### src/hw/rtl/xbdc_pkg.sv
`timescale 1ns / 1ps
// ----------------------------------------------------------------------------
// xbdc_pkg
// Shared types, constants and round helpers for the XTEA block decryptor.
// ----------------------------------------------------------------------------
package xbdc_pkg;

  // data widths
  localparam int WORD_W    = 32;
  localparam int BLOCK_W   = 2 * WORD_W;
  localparam int CFG_IDX_W = 4;
  localparam int KEY_SEL_W = 2;

  // cipher schedule
  localparam int               ROUNDS        = 48;
  localparam int               STAGES        = 2 * ROUNDS;
  localparam logic [WORD_W-1:0] DELTA        = 32'h9E37_79B9;
  localparam logic [WORD_W-1:0] SUM_INIT     = WORD_W'(ROUNDS) * DELTA;
  localparam int               KEY_SEL_SHIFT = 11;

  // plaintext patterns that get a verdict
  localparam logic [BLOCK_W-1:0] MATCH_A = 64'd420;
  localparam logic [BLOCK_W-1:0] MATCH_B = 64'd1337;

  // key words after reset
  localparam logic [WORD_W-1:0] KEY0_RESET = 32'h0000_AEF8;
  localparam logic [WORD_W-1:0] KEY1_RESET = 32'h0000_17FF;
  localparam logic [WORD_W-1:0] KEY2_RESET = 32'h0000_3137;
  localparam logic [WORD_W-1:0] KEY3_RESET = 32'h0000_0420;

  // configuration register indexes
  typedef enum logic [CFG_IDX_W-1:0] {
    REG_KEY0 = 4'd0,
    REG_KEY1 = 4'd1,
    REG_KEY2 = 4'd2,
    REG_KEY3 = 4'd3
  } cfg_reg_t;

  // verdict codes
  typedef enum logic [1:0] {
    VERDICT_NONE = 2'd0,
    VERDICT_420  = 2'd1,
    VERDICT_1337 = 2'd2
  } verdict_t;

  // four key words, index 0 in the low slot
  typedef logic [3:0][WORD_W-1:0] key_bank_t;

  // one pipeline slot: a is the word mixed next, b the word updated next
  typedef struct packed {
    logic              valid;
    logic [WORD_W-1:0] a;
    logic [WORD_W-1:0] b;
  } stage_word_t;

  // xtea mixing function
  function automatic logic [WORD_W-1:0] mix(input logic [WORD_W-1:0] x);
    return ((x << 4) ^ (x >> 5)) + x;
  endfunction

  // running sum seen by half-round h of round r
  function automatic logic [WORD_W-1:0] stage_sum(input int unsigned r, input logic h);
    logic [WORD_W-1:0] steps;
    steps = WORD_W'(r) + WORD_W'(h);
    return SUM_INIT - steps * DELTA;
  endfunction

  // key index of half-round h of round r
  function automatic logic [KEY_SEL_W-1:0] stage_key_sel(input int unsigned r,
                                                        input logic h);
    logic [WORD_W-1:0] s;
    s = stage_sum(r, h);
    return h ? s[KEY_SEL_W-1:0] : s[KEY_SEL_SHIFT +: KEY_SEL_W];
  endfunction

endpackage

### src/hw/rtl/xbdc_if.sv


// plain word channel
interface xbdc_out_if
  import xbdc_pkg::*;
();
  logic               valid;
  logic               ready;
  logic [BLOCK_W-1:0] plain_block;
  logic [1:0]         verdict;

  modport source (output valid, output plain_block, output verdict, input ready);
  modport sink   (input valid, input plain_block, input verdict, output ready);
endinterface


### src/hw/rtl/xbdc_out_buf.sv
`timescale 1ns / 1ps
// ----------------------------------------------------------------------------
// xbdc_out_buf
// Verdict compare, output register and skid slot; drives the pipeline enable.
// ----------------------------------------------------------------------------
module xbdc_out_buf
  import xbdc_pkg::*;
(
  input  logic        clk,
  input  logic        rst_n,
  input  stage_word_t last,
  output logic        en,
  xbdc_out_if.source  out
);

  logic               incoming;
  logic               take;
  logic [BLOCK_W-1:0] new_plain;
  verdict_t           new_verdict;

  logic               out_v_r,       out_v_nxt;
  logic [BLOCK_W-1:0] out_plain_r,   out_plain_nxt;
  verdict_t           out_verdict_r, out_verdict_nxt;
  logic               skid_v_r,      skid_v_nxt;
  logic [BLOCK_W-1:0] skid_plain_r,  skid_plain_nxt;
  verdict_t           skid_verdict_r, skid_verdict_nxt;

  // pipeline moves while the skid slot is free
  assign en       = !skid_v_r;
  assign incoming = en && last.valid;
  assign take     = !out_v_r || out.ready;

  // plaintext judge
  assign new_plain = {last.a, last.b};
  always_comb begin
    if (new_plain == MATCH_A) begin
      new_verdict = VERDICT_420;
    end else if (new_plain == MATCH_B) begin
      new_verdict = VERDICT_1337;
    end else begin
      new_verdict = VERDICT_NONE;
    end
  end

  // output slot and skid slot update
  always_comb begin
    out_v_nxt        = out_v_r;
    out_plain_nxt    = out_plain_r;
    out_verdict_nxt  = out_verdict_r;
    skid_v_nxt       = skid_v_r;
    skid_plain_nxt   = skid_plain_r;
    skid_verdict_nxt = skid_verdict_r;
    if (take) begin
      if (skid_v_r) begin
        out_v_nxt       = 1'b1;
        out_plain_nxt   = skid_plain_r;
        out_verdict_nxt = skid_verdict_r;
        skid_v_nxt      = 1'b0;
      end else begin
        out_v_nxt       = incoming;
        out_plain_nxt   = new_plain;
        out_verdict_nxt = new_verdict;
      end
    end else if (incoming) begin
      skid_v_nxt       = 1'b1;
      skid_plain_nxt   = new_plain;
      skid_verdict_nxt = new_verdict;
    end
  end

  always_ff @(posedge clk) begin
    if (!rst_n) begin
      out_v_r  <= 1'b0;
      skid_v_r <= 1'b0;
    end else begin
      out_v_r  <= out_v_nxt;
      skid_v_r <= skid_v_nxt;
    end
  end

  always_ff @(posedge clk) begin
    out_plain_r    <= out_plain_nxt;
    out_verdict_r  <= out_verdict_nxt;
    skid_plain_r   <= skid_plain_nxt;
    skid_verdict_r <= skid_verdict_nxt;
  end

  assign out.valid       = out_v_r;
  assign out.plain_block = out_plain_r;
  assign out.verdict     = out_verdict_r;

endmodule

### src/flat_wrapper.sv
// flat-port wrapper written by rule: the top's interface ports become plain ports
module xbdc_out_buf_flat import xbdc_pkg::*;
  (clk, rst_n, last, en, out_valid, out_plain_block, out_verdict, out_ready);
  xbdc_out_if out_i ();
  input  logic clk;
  input  logic rst_n;
  input  stage_word_t last;
  output logic en;
  output wire logic [$bits(out_i.valid)-1:0] out_valid;
  output wire logic [$bits(out_i.plain_block)-1:0] out_plain_block;
  output wire logic [$bits(out_i.verdict)-1:0] out_verdict;
  input wire logic [$bits(out_i.ready)-1:0] out_ready;
  assign out_valid = out_i.valid;
  assign out_plain_block = out_i.plain_block;
  assign out_verdict = out_i.verdict;
  assign out_i.ready = out_ready;
  xbdc_out_buf u_core (.clk(clk), .rst_n(rst_n), .last(last), .en(en), .out(out_i));
endmodule
### config.mk
export PLATFORM = sky130hd
export DESIGN_NAME = xbdc_out_buf_flat
export DESIGN_NICKNAME = d
export VERILOG_FILES = /design/src/hw/rtl/xbdc_pkg.sv /design/src/hw/rtl/xbdc_if.sv /design/src/hw/rtl/xbdc_out_buf.sv /design/src/flat_wrapper.sv
export SDC_FILE = /design/constraint.sdc
export NUM_CORES = 1
export LEC_CHECK = 0
export BUFFER_PORTS_ARGS = -buffer_cell sky130_fd_sc_hd__buf_2
export CAP_MARGIN = 20
export CORE_ASPECT_RATIO = 1.2
export CORE_MARGIN = 2
export CORE_UTILIZATION = 45
export CTS_BUF_LIST = sky130_fd_sc_hd__clkbuf_8
export CTS_CLUSTER_DIAMETER = 120
export DETAILED_ROUTE_END_ITERATION = 8
export GPL_TIMING_DRIVEN = 0
export PLACE_DENSITY = 0.7
export SLEW_MARGIN = 20
export SYNTH_ARGS = -nofsm -noshare
export SYNTH_HDL_FRONTEND = slang
export SYNTH_SLANG_ARGS = --single-unit
### constraint.sdc
create_clock -name clk -period 9.9 [get_ports clk]
set_clock_uncertainty 0.05 [all_clocks]
set_input_delay 1.98 -clock clk [delete_from_list [all_inputs] [get_ports clk]]
set_output_delay 1.98 -clock clk [all_outputs]
set_load 0.02 [all_outputs]
==> flow_summary.json, run 1 <==
{
  "io_pins": 136,
  "core_sq_um": 11000,
  "rows": 42,
  "synth_ff_type": "edfxtp_1",
  "yosysMostFrequentCell": "edfxtp_1",
  "grt-ovfl-total": 0,
  "cts_htree_levels": 4,
  "p_leak_nw": 2.34,
  "initialDrtViolationCount": 132,
  "worst_setup_path_end_kind": "flop",
  "final_core_util_pct": 57.7,
  "firstDrtPassIters": 7,
  "syn_to_final_growth_pct": 26.1,
  "drv_cap": 0,
  "die_w_um": 100,
  "status": "completed",
  "dp_cells": 518,
  "async_reset_ff_share_pct": 0,
  "period_share_pct": 38.7,
  "hold_viol": 0,
  "r2r_start": "u_core.out.valid",
  "grt_use_total_pct": 17.3,
  "yosys_warnings": 0,
  "antenna_cells": 0,
  "yosys.area.top_type": "edfxtp_1",
  "antenna_found_initial": 0,
  "clock-sinks": 134,
  "synth_common_cells": "edfxtp_1 (132), mux2_2 (64), clkbuf_1 (8), nor4_1 (8), nor4_2 (5)",
  "grt_max_degree": 36,
  "vias_per_cell": 5.15,
  "clk_pin_slew_ns": 0.07,
  "finalNonFillerCells": 550,
  "tightestPinTransition_ns": 0.679,
  "grt_pass1_vias": 2924,
  "ant_nets": 0,
  "synth.area.top_cells": "edfxtp_1 (79%), mux2_2 (14%), nor4_2 (1.2%)",
  "p_per_area_nw_per_um2": 188,
  "yosysUniqueCellTypes": 21,
  "num_vias": 2831,
  "cts_root_buf": "clkbuf_8",
  "synthesis.nets": 310,
  "clock_latency_ns": 0.43,
  "hold_class": "flop to flop",
  "numCtsBuffers": 17,
  "cts_setup_buffers": 0,
  "finalCriticalPeriod_ns": 3.83,
  "synth.yosys.seq_area_share_pct": 79.7,
  "die_h_um": 120,
  "holdBufCountCts": 0,
  "synth_edf_count": 132,
  "initial_core_util_pct": 45.7,
  "grt_setup_unrepaired": "no",
  "setup_viol": 0,
  "criticalPathCategory": "input pin to flop",
  "synth_seq_cells": 134,
  "vdd_drop_max_uv": 104,
  "grt_pass1_wl_um": 15200,
  "crit_start": "out_ready",
  "cts_max_path_buffers": 2,
  "critPathMaxFanout": 35,
  "cp_data_required_time_ns": 9.99,
  "hp-start": "u_core.skid_verdict_r[0]",
  "timing.fmax_mhz": 261,
  "r2r_setup_slack_ns": 7.41,
  "cts_tree": "built",
  "synthesis.area_sq_um": 5020,
  "maxSlewViolCount": 0,
  "dpl.hpwl_um": 7040,
  "dieArea_sq_um": 12000,
  "cts.repair.resized": 0,
  "startpoint_type": "input pin",
  "synth_area_per_cell_sq_um": 20.8,
  "routed_wl_um": 9790,
  "synth_top_area_share_pct": 78.9,
  "arrival_ns": 3.92,
  "wl_per_cell_um": 17.8,
  "max_slew_margin_pct": 54.7,
  "routabilityCongestion": 0.723,
  "final_layout_size_suffix_gt1_share_pct": 58.6,
  "io_buffers": 135,
  "syn_inst": 242,
  "tns_ns": 0,
  "num-nets-final": 473,
  "drcViolationCount": 0
}
-- cells in the final DEF, fill, tap and decap left out --
master,instances
nor3b_1,1
clkbuf_1,8
buf_2,135
nor2_1,3
nor4bb_1,1
nor4_2,5
nor4_1,8
clkbuf_8,17
a21boi_0,1
bufinv_16,2
o31ai_2,1
buf_4,7
clkinv_2,2
clkinv_4,2
clkinv_1,3
mux2_2,64
clkinvlp_4,5
or4_4,1
nand2_1,2
nand3_1,2
nand2b_4,1
nor3b_2,1
nor4b_1,2
edfxtp_1,132
buf_12,1
o21ai_0,1
or4_1,1
nand4bb_1,1
inv_1,2
buf_6,1
nand4_1,3
dfxtp_1,2
-- where the power goes --
group | internal [mW] | leakage [nW] | switching (mW)
sequential | 0.655 | 1.30 | 0.00646
clock | 0.219 | 0.177 | 0.205
combinational | 0.0407 | 0.867 | 0.0639
-- stage by stage --
stage	total power [mW]	area [sq um]	hold slack (ns)	setup slack [ns]
global placement	0.777	5860	0.466	-2.91
global route	1.23	6330	0.512	5.93
CTS	1.20	6330	0.492	6.05
floorplan	0.730	5020	0.450	0.708
finish	1.19	6330	0.486	6.07
detailed placement	0.780	5960	0.476	5.60
-- worst paths after layout --
path	to	cells after the start
worst min register to register	u_core.out.verdict[0]	2
worst max-delay path	u_core.skid_plain_r[43]	7
worst min-delay path	u_core.out.verdict[0]	2
worst max register to register	u_core.skid_plain_r[43]	6
-- final cells by class --
cell class	instances	area, sq um
Timing Repair Buffer	144	759
Tap cell	132	165
Fill cell	885	4650
Buffer	8	30.0
Clock inverter	15	140
Inverter	1	3.75
Multi-Input combinational cell	99	997
Sequential cell	134	4000
Clock buffer	17	234
-- registers in the layout, summed over array words and instances, names as in the netlist --
name and flops:
u_core.out.valid 1, u_core.out.verdict 2, u_core.skid_v_r 1, u_core.out.plain_block 64
u_core.skid_verdict_r 2, u_core.skid_plain_r 64
-- critical path: stages --
cell      delay (ns)
buf_2           0.10
nand2b_4        0.37
buf_12          0.31
nor3b_2         0.48
buf_4           0.25
buf_4           0.20
buf_4           0.21
-- layer usage --
metal	global-route usage [%]	routed length (um)
met4	7.45	196
met3	7.75	752
met1	19.5	3870
met5	0	0
met2	28.2	4970
-- cell families (layout without fill, tap and decap cells) --
group / Yosys count / after routing / share of synthesized area [%]
multiplexers: 64 / 64 / 14.3
buffers and inverters: 9 / 185 / 0.673
flip-flops: 134 / 134 / 79.7
AND/OR/NAND/NOR: 32 / 32 / 4.76
AO/OA/AOI/OAI: 3 / 3 / 0.498
Note: power is estimated with default switching activity, not from simulation.
==> run 2, diff against run 1 <==
==> constraint.sdc (replaced) <==
create_clock -name clk -period 3.85 [get_ports clk]
set_clock_uncertainty 0.05 [all_clocks]
set_input_delay 0.77 -clock clk [delete_from_list [all_inputs] [get_ports clk]]
set_output_delay 0.77 -clock clk [all_outputs]
set_load 0.02 [all_outputs]
==> flow_summary.json, run 2 (synthesis results as in run 1) <==
{
  "post_dp_cell_area_sq_um": 5930,
  "final_common_cell": "buf_2",
  "startpoint_type": "input pin",
  "final_cell_area_sq_um": 6370,
  "grt_setup_unrepaired": "no",
  "grt_pass1_wl_um": 15100,
  "power.internal_mw": 2.55,
  "grt-ovfl-total": 0,
  "swShare_pct": 21.8,
  "clock_latency_ns": 0.43,
  "cts_tree": "built",
  "core_sq_um": 11000,
  "cts_root_buf": "clkbuf_8",
  "maxSlewViolCount": 0,
  "grt_use_total_pct": 17.1,
  "path_common_cell": "buf_6",
  "cts_setup_buffers": 0,
  "vdd_drop_max_uv": 327,
  "io_pins": 136,
  "fillers": 887,
  "clk_pin_slew_ns": 0.08,
  "crit_chain": "buf_2 -> nand2b_4 -> nor3b_4 -> buf_6 -> buf_6",
  "critical_path_buf_inv_count": 3,
  "p_switching_mw": 0.710,
  "worst_setup_path_end_kind": "flop",
  "routabilityCongestion": 0.742,
  "wl_per_cell_um": 17.7,
  "final.setup.worst_slack_ns": 1.17,
  "final_layout_size_suffix_gt1_share_pct": 58.1,
  "vias_per_cell": 5.10,
  "tightestPinTransition_ns": 0.999,
  "num-nets-final": 468,
  "dp_cells": 513,
  "num_vias": 2777,
  "ant_nets": 0,
  "drv_cap": 0,
  "p_seq_share_pct": 52.2,
  "die_w_um": 100,
  "syn_to_final_growth_pct": 26.9,
  "fin_hold_ws_ns": 0.491,
  "dpl.hpwl_um": 6670,
  "dieArea_sq_um": 12000,
  "grt_pass1_vias": 2834,
  "numCtsBuffers": 17,
  "cts.repair.resized": 0,
  "grt_max_degree": 70,
  "max_slew_margin_pct": 33.4,
  "antenna_cells": 0,
  "arrival_ns": 2.76,
  "period_share_pct": 69.7,
  "crit_family": "simple AND/OR/NAND/NOR gates",
  "cts_htree_levels": 4,
  "timing.fmax_mhz": 373,
  "critPathSlowestCell": "nor3b_4",
  "p_per_area_nw_per_um2": 511,
  "initialDrtViolationCount": 101,
  "firstDrtPassIters": 4,
  "finalCriticalPeriod_ns": 2.68,
  "drcViolationCount": 0,
  "status": "completed",
  "mostFrequentLayoutCells": "buf_2 (135), edfxtp_1 (132), mux2_2 (64)",
  "hold_viol": 0,
  "p_leak_nw": 2.36,
  "antenna_found_initial": 0,
  "regArea_sq_um": 4000,
  "initial_core_util_pct": 45.7,
  "finalNonFillerCells": 545,
  "routed_wl_um": 9650,
  "dp_worst_setup_slack_ns": 0.667,
  "p_comb_share_pct": 8.1,
  "criticalPathCategory": "input pin to flop",
  "cp_data_required_time_ns": 3.93,
  "io_buffers": 135,
  "cts_max_path_buffers": 2,
  "rows": 42,
  "setup_viol": 0,
  "clock-sinks": 134,
  "holdBufCountCts": 0,
  "critical_path.max_stage_delay_ns": 0.81,
  "die_h_um": 120,
  "critPathMaxFanout": 69,
  "clock_power_share_pct": 39.7,
  "hold_class": "flop to flop",
  "multi_input_area_sq_um": 1000
}
-- run 2: power by group through the flow --
stage | sequential (mW) | combinational [mW] | clock [mW]
finish | 1.70 | 0.266 | 1.29
global placement | 1.73 | 0.262 | 0
detailed placement | 1.73 | 0.270 | 0
global route | 1.71 | 0.287 | 1.39
floorplan | 1.81 | 0.0676 | 0
CTS | 1.70 | 0.270 | 1.33
-- run 2: final timing paths --
| check | startpoint | end | slack, ns | cells after the start |
|---|---|---|---|---|
| worst max-delay path | out_ready | u_core.skid_plain_r[42] | 1.17 | 5 |
| worst min register to register | u_core.skid_plain_r[62] | u_core.out.plain_block[62] | 0.49 | 1 |
| worst max register to register | u_core.out.valid | u_core.skid_plain_r[42] | 1.30 | 4 |
| worst min-delay path | u_core.skid_plain_r[62] | u_core.out.plain_block[62] | 0.49 | 1 |
-- run 2: routing by layer --
| layer | vias to the layer above | GRT usage (%) | part of all wire [%] |
|---|---|---|---|
| met5 | - | 0 | 0 |
| met4 | 0 | 6.68 | 0.86 |
| met3 | 8 | 7.63 | 8.3 |
| met2 | 105 | 26.8 | 50 |
| met1 | 1360 | 20.8 | 41 |
| li1 | 1304 | - | - |
-- run 2: area by class of cell --
class / instances / area share [%]
Tap cell: 132 / 2.59
Clock inverter: 15 / 3.30
Multi-Input combinational cell: 99 / 15.7
Inverter: 1 / 0.0589
Clock buffer: 17 / 3.67
Timing Repair Buffer: 139 / 11.4
Buffer: 8 / 0.471
Sequential cell: 134 / 62.8
-- run 2: per-stage QoR --
stage	total power [mW]	utilization, %	TNS [ns]
floorplan	1.87	-	0
global placement	1.99	53.6	-61.60
detailed placement	2.00	54.0	0
CTS	3.30	58.0	0
global route	3.38	58.0	0
finish	3.26	58.0	0
==> run 3, diff against run 2 <==
--- a/config.mk
+++ b/config.mk
@@ -5,6 +5,7 @@
 export SDC_FILE = /design/constraint.sdc
 export NUM_CORES = 1
 export LEC_CHECK = 0
+export ABC_AREA = 1
 export BUFFER_PORTS_ARGS = -buffer_cell sky130_fd_sc_hd__buf_2
 export CAP_MARGIN = 20
 export CORE_ASPECT_RATIO = 1.2
@@ -14,7 +15,7 @@
 export CTS_CLUSTER_DIAMETER = 120
 export DETAILED_ROUTE_END_ITERATION = 8
 export GPL_TIMING_DRIVEN = 0
-export PLACE_DENSITY = 0.7
+export PLACE_DENSITY = 0.72
 export SLEW_MARGIN = 20
 export SYNTH_ARGS = -nofsm -noshare
 export SYNTH_HDL_FRONTEND = slang
==> constraint.sdc (replaced) <==
create_clock -name clk -period 2.3 [get_ports clk]
set_clock_uncertainty 0.05 [all_clocks]
set_input_delay 0.46 -clock clk [delete_from_list [all_inputs] [get_ports clk]]
set_output_delay 0.46 -clock clk [all_outputs]
set_load 0.02 [all_outputs]
==> flow_summary.json, run 3 <==
{
  "cts_root_buf": "clkbuf_8",
  "synth.area.top_cells": "edfxtp_1 (76%), nand2_1 (14%), nor2_1 (3.0%)",
  "grt-ovfl-total": 0,
  "top_usage_layer": "met2",
  "fillers": 999,
  "criticalPathCategory": "flop to flop",
  "yosysMostFrequentCell": "nand2_1",
  "holdBufCountCts": 0,
  "drv_cap": 0,
  "critPathMaxFanout": 69,
  "post_dp_cell_area_sq_um": 6200,
  "tightestPinTransition_ns": 0.569,
  "yosys.area.top_type": "edfxtp_1",
  "num_vias": 3517,
  "period_share_pct": 83.6,
  "wl_per_cell_um": 14.2,
  "numCtsBuffers": 17,
  "rows": 43,
  "grt_pass1_wl_um": 16000,
  "synth_top_area_share_pct": 76.1,
  "initialDrtViolationCount": 152,
  "synth.yosys.seq_area_share_pct": 76.8,
  "timing.fmax_mhz": 520,
  "synth_area_per_cell_sq_um": 12.2,
  "hold_viol": 0,
  "routabilityCongestion": 0.796,
  "die_w_um": 102,
  "synth_edf_count": 132,
  "mostFrequentLayoutCells": "nand2_1 (189), buf_2 (139), edfxtp_1 (132)",
  "final_common_cell": "nand2_1",
  "crit_chain": "nand2_8 -> nor3_4 -> buf_8 -> buf_16 -> buf_16",
  "grt_setup_unrepaired": "no",
  "p_leak_nw": 2.80,
  "final_cell_area_sq_um": 6600,
  "p_switching_mw": 1.24,
  "synthesis.nets": 496,
  "antenna_found_initial": 0,
  "yosys_warnings": 0,
  "syn_to_final_growth_pct": 26.7,
  "arrival_ns": 2.00,
  "clock_power_share_pct": 36.8,
  "dieArea_sq_um": 12500,
  "final.setup.worst_slack_ns": 0.377,
  "met1_usage_pct": 21.8,
  "setup_viol": 0,
  "critPathSlowestCell": "dfxtp_2",
  "clock_latency_ns": 0.43,
  "final_layout_size_suffix_gt1_share_pct": 31.4,
  "routed_wl_um": 10700,
  "worst_setup_path_end_kind": "flop",
  "die_h_um": 122,
  "synth_common_cells": "nand2_1 (190), edfxtp_1 (132), nor2_1 (42)",
  "max_slew_margin_pct": 62.0,
  "cp_data_required_time_ns": 2.38,
  "dp_worst_setup_slack_ns": -0.344,
  "io_pins": 136,
  "critical_path_buf_inv_count": 3,
  "firstDrtPassIters": 5,
  "power.internal_mw": 4.04,
  "cts_tree": "built",
  "dpl.hpwl_um": 7450,
  "p_seq_share_pct": 54.1,
  "grt_pass1_vias": 3256,
  "vias_per_cell": 4.65,
  "drcViolationCount": 0,
  "path_common_cell": "buf_16",
  "maxSlewViolCount": 0,
  "finalCriticalPeriod_ns": 1.92,
  "clock-sinks": 134,
  "grt_max_degree": 70,
  "syn_inst": 428,
  "status": "completed",
  "startpoint_type": "flop",
  "core_sq_um": 11400,
  "antenna_cells": 0,
  "async_reset_ff_share_pct": 0,
  "p_total_mw": 5.28,
  "grt_use_met3_pct": 5.11,
  "io_buffers": 135,
  "vdd_drop_max_uv": 553,
  "initial_core_util_pct": 45.7,
  "crit_family": "simple AND/OR/NAND/NOR gates",
  "cts_max_path_buffers": 2,
  "grt_use_total_pct": 17.5,
  "swShare_pct": 23.4,
  "ant_nets": 0,
  "p_per_area_nw_per_um2": 799,
  "p_comb_share_pct": 9.1,
  "critical_path.max_stage_delay_ns": 0.39,
  "synth_seq_cells": 134,
  "met2_usage_pct": 28.4,
  "clk_pin_slew_ns": 0.07,
  "yosysUniqueCellTypes": 20,
  "num-nets-final": 655,
  "synth_ff_type": "edfxtp_1",
  "cts_htree_levels": 4,
  "hold_class": "input pin to flop",
  "synthesis.area_sq_um": 5210
}
==> run 3: power by group through the flow <==
| stage | Combinational (mW) | Sequential, mW | Clock, mW |
|---|---|---|---|
| floorplan | 0.124 | 3.04 | 0 |
| global placement | 0.459 | 2.91 | 0 |
| detailed placement | 0.481 | 2.91 | 0 |
| CTS | 0.483 | 2.86 | 1.99 |
| global route | 0.525 | 2.87 | 2.09 |
| finish | 0.478 | 2.86 | 1.94 |
==> run 3: kinds of logic (layout without fill, tap and decap cells) <==
logic type             Yosys count  in the layout  share of synthesized area, %
buffers and inverters           34            205                          3.34
AO/OA/AOI/OAI                   15             15                          1.61
flip-flops                     134            134                          76.8
AND/OR/NAND/NOR                245            245                          18.2
==> run 3: path summary, 6_finish.rpt <==
path                                         startpoint                         end  slack (ns)  cells past startpoint
worst max-delay path                   u_core.out.valid     u_core.skid_plain_r[53]        0.38                      5
worst min-delay path                           last[47]     u_core.skid_plain_r[47]        0.18                      1
worst max register to register         u_core.out.valid     u_core.skid_plain_r[53]        0.38                      5
worst min register to register  u_core.skid_plain_r[19]  u_core.out.plain_block[19]        0.47                      2
==> run 3: repair_timing <==
item / CTS / global route
resized for setup: 0 / 0
buffers inserted: 1 / 0
setup endpoints to repair: 16 / 0
==> run 3: final cells by class <==
cell class                      instances  area (sq um)  share of cell area [%]
Multi-Input combinational cell        260          1060                    16.1
Timing Repair Buffer                  140           768                    11.6
Sequential cell                       134          4010                    60.7
Inverter                               19          75.1                    1.14
Clock inverter                         14           160                    2.43
Tap cell                              157           196                    2.98
Buffer                                 15           103                    1.55
Clock buffer                           17           234                    3.54
==> run 3: routing by layer <==
layer	share of wire (%)	routed length (um)	vias up
met4	1.2	133	0
met5	0	0	-
met3	6.2	671	10
li1	-	-	1750
met2	51	5440	118
met1	42	4500	1639
==> run 3: stage by stage <==
step	TNS [ns]	hold slack, ns	cells	util, %
3_3_place_gp	-109.73	0.447	720	53.6
2_1_floorplan	-44.29	0.444	428	-
6_report	0	0.181	756	57.9
3_5_place_dp	-7.92	0.452	724	54.4
5_1_grt	0	0.145	756	57.9
4_1_cts	0	0.147	756	57.9
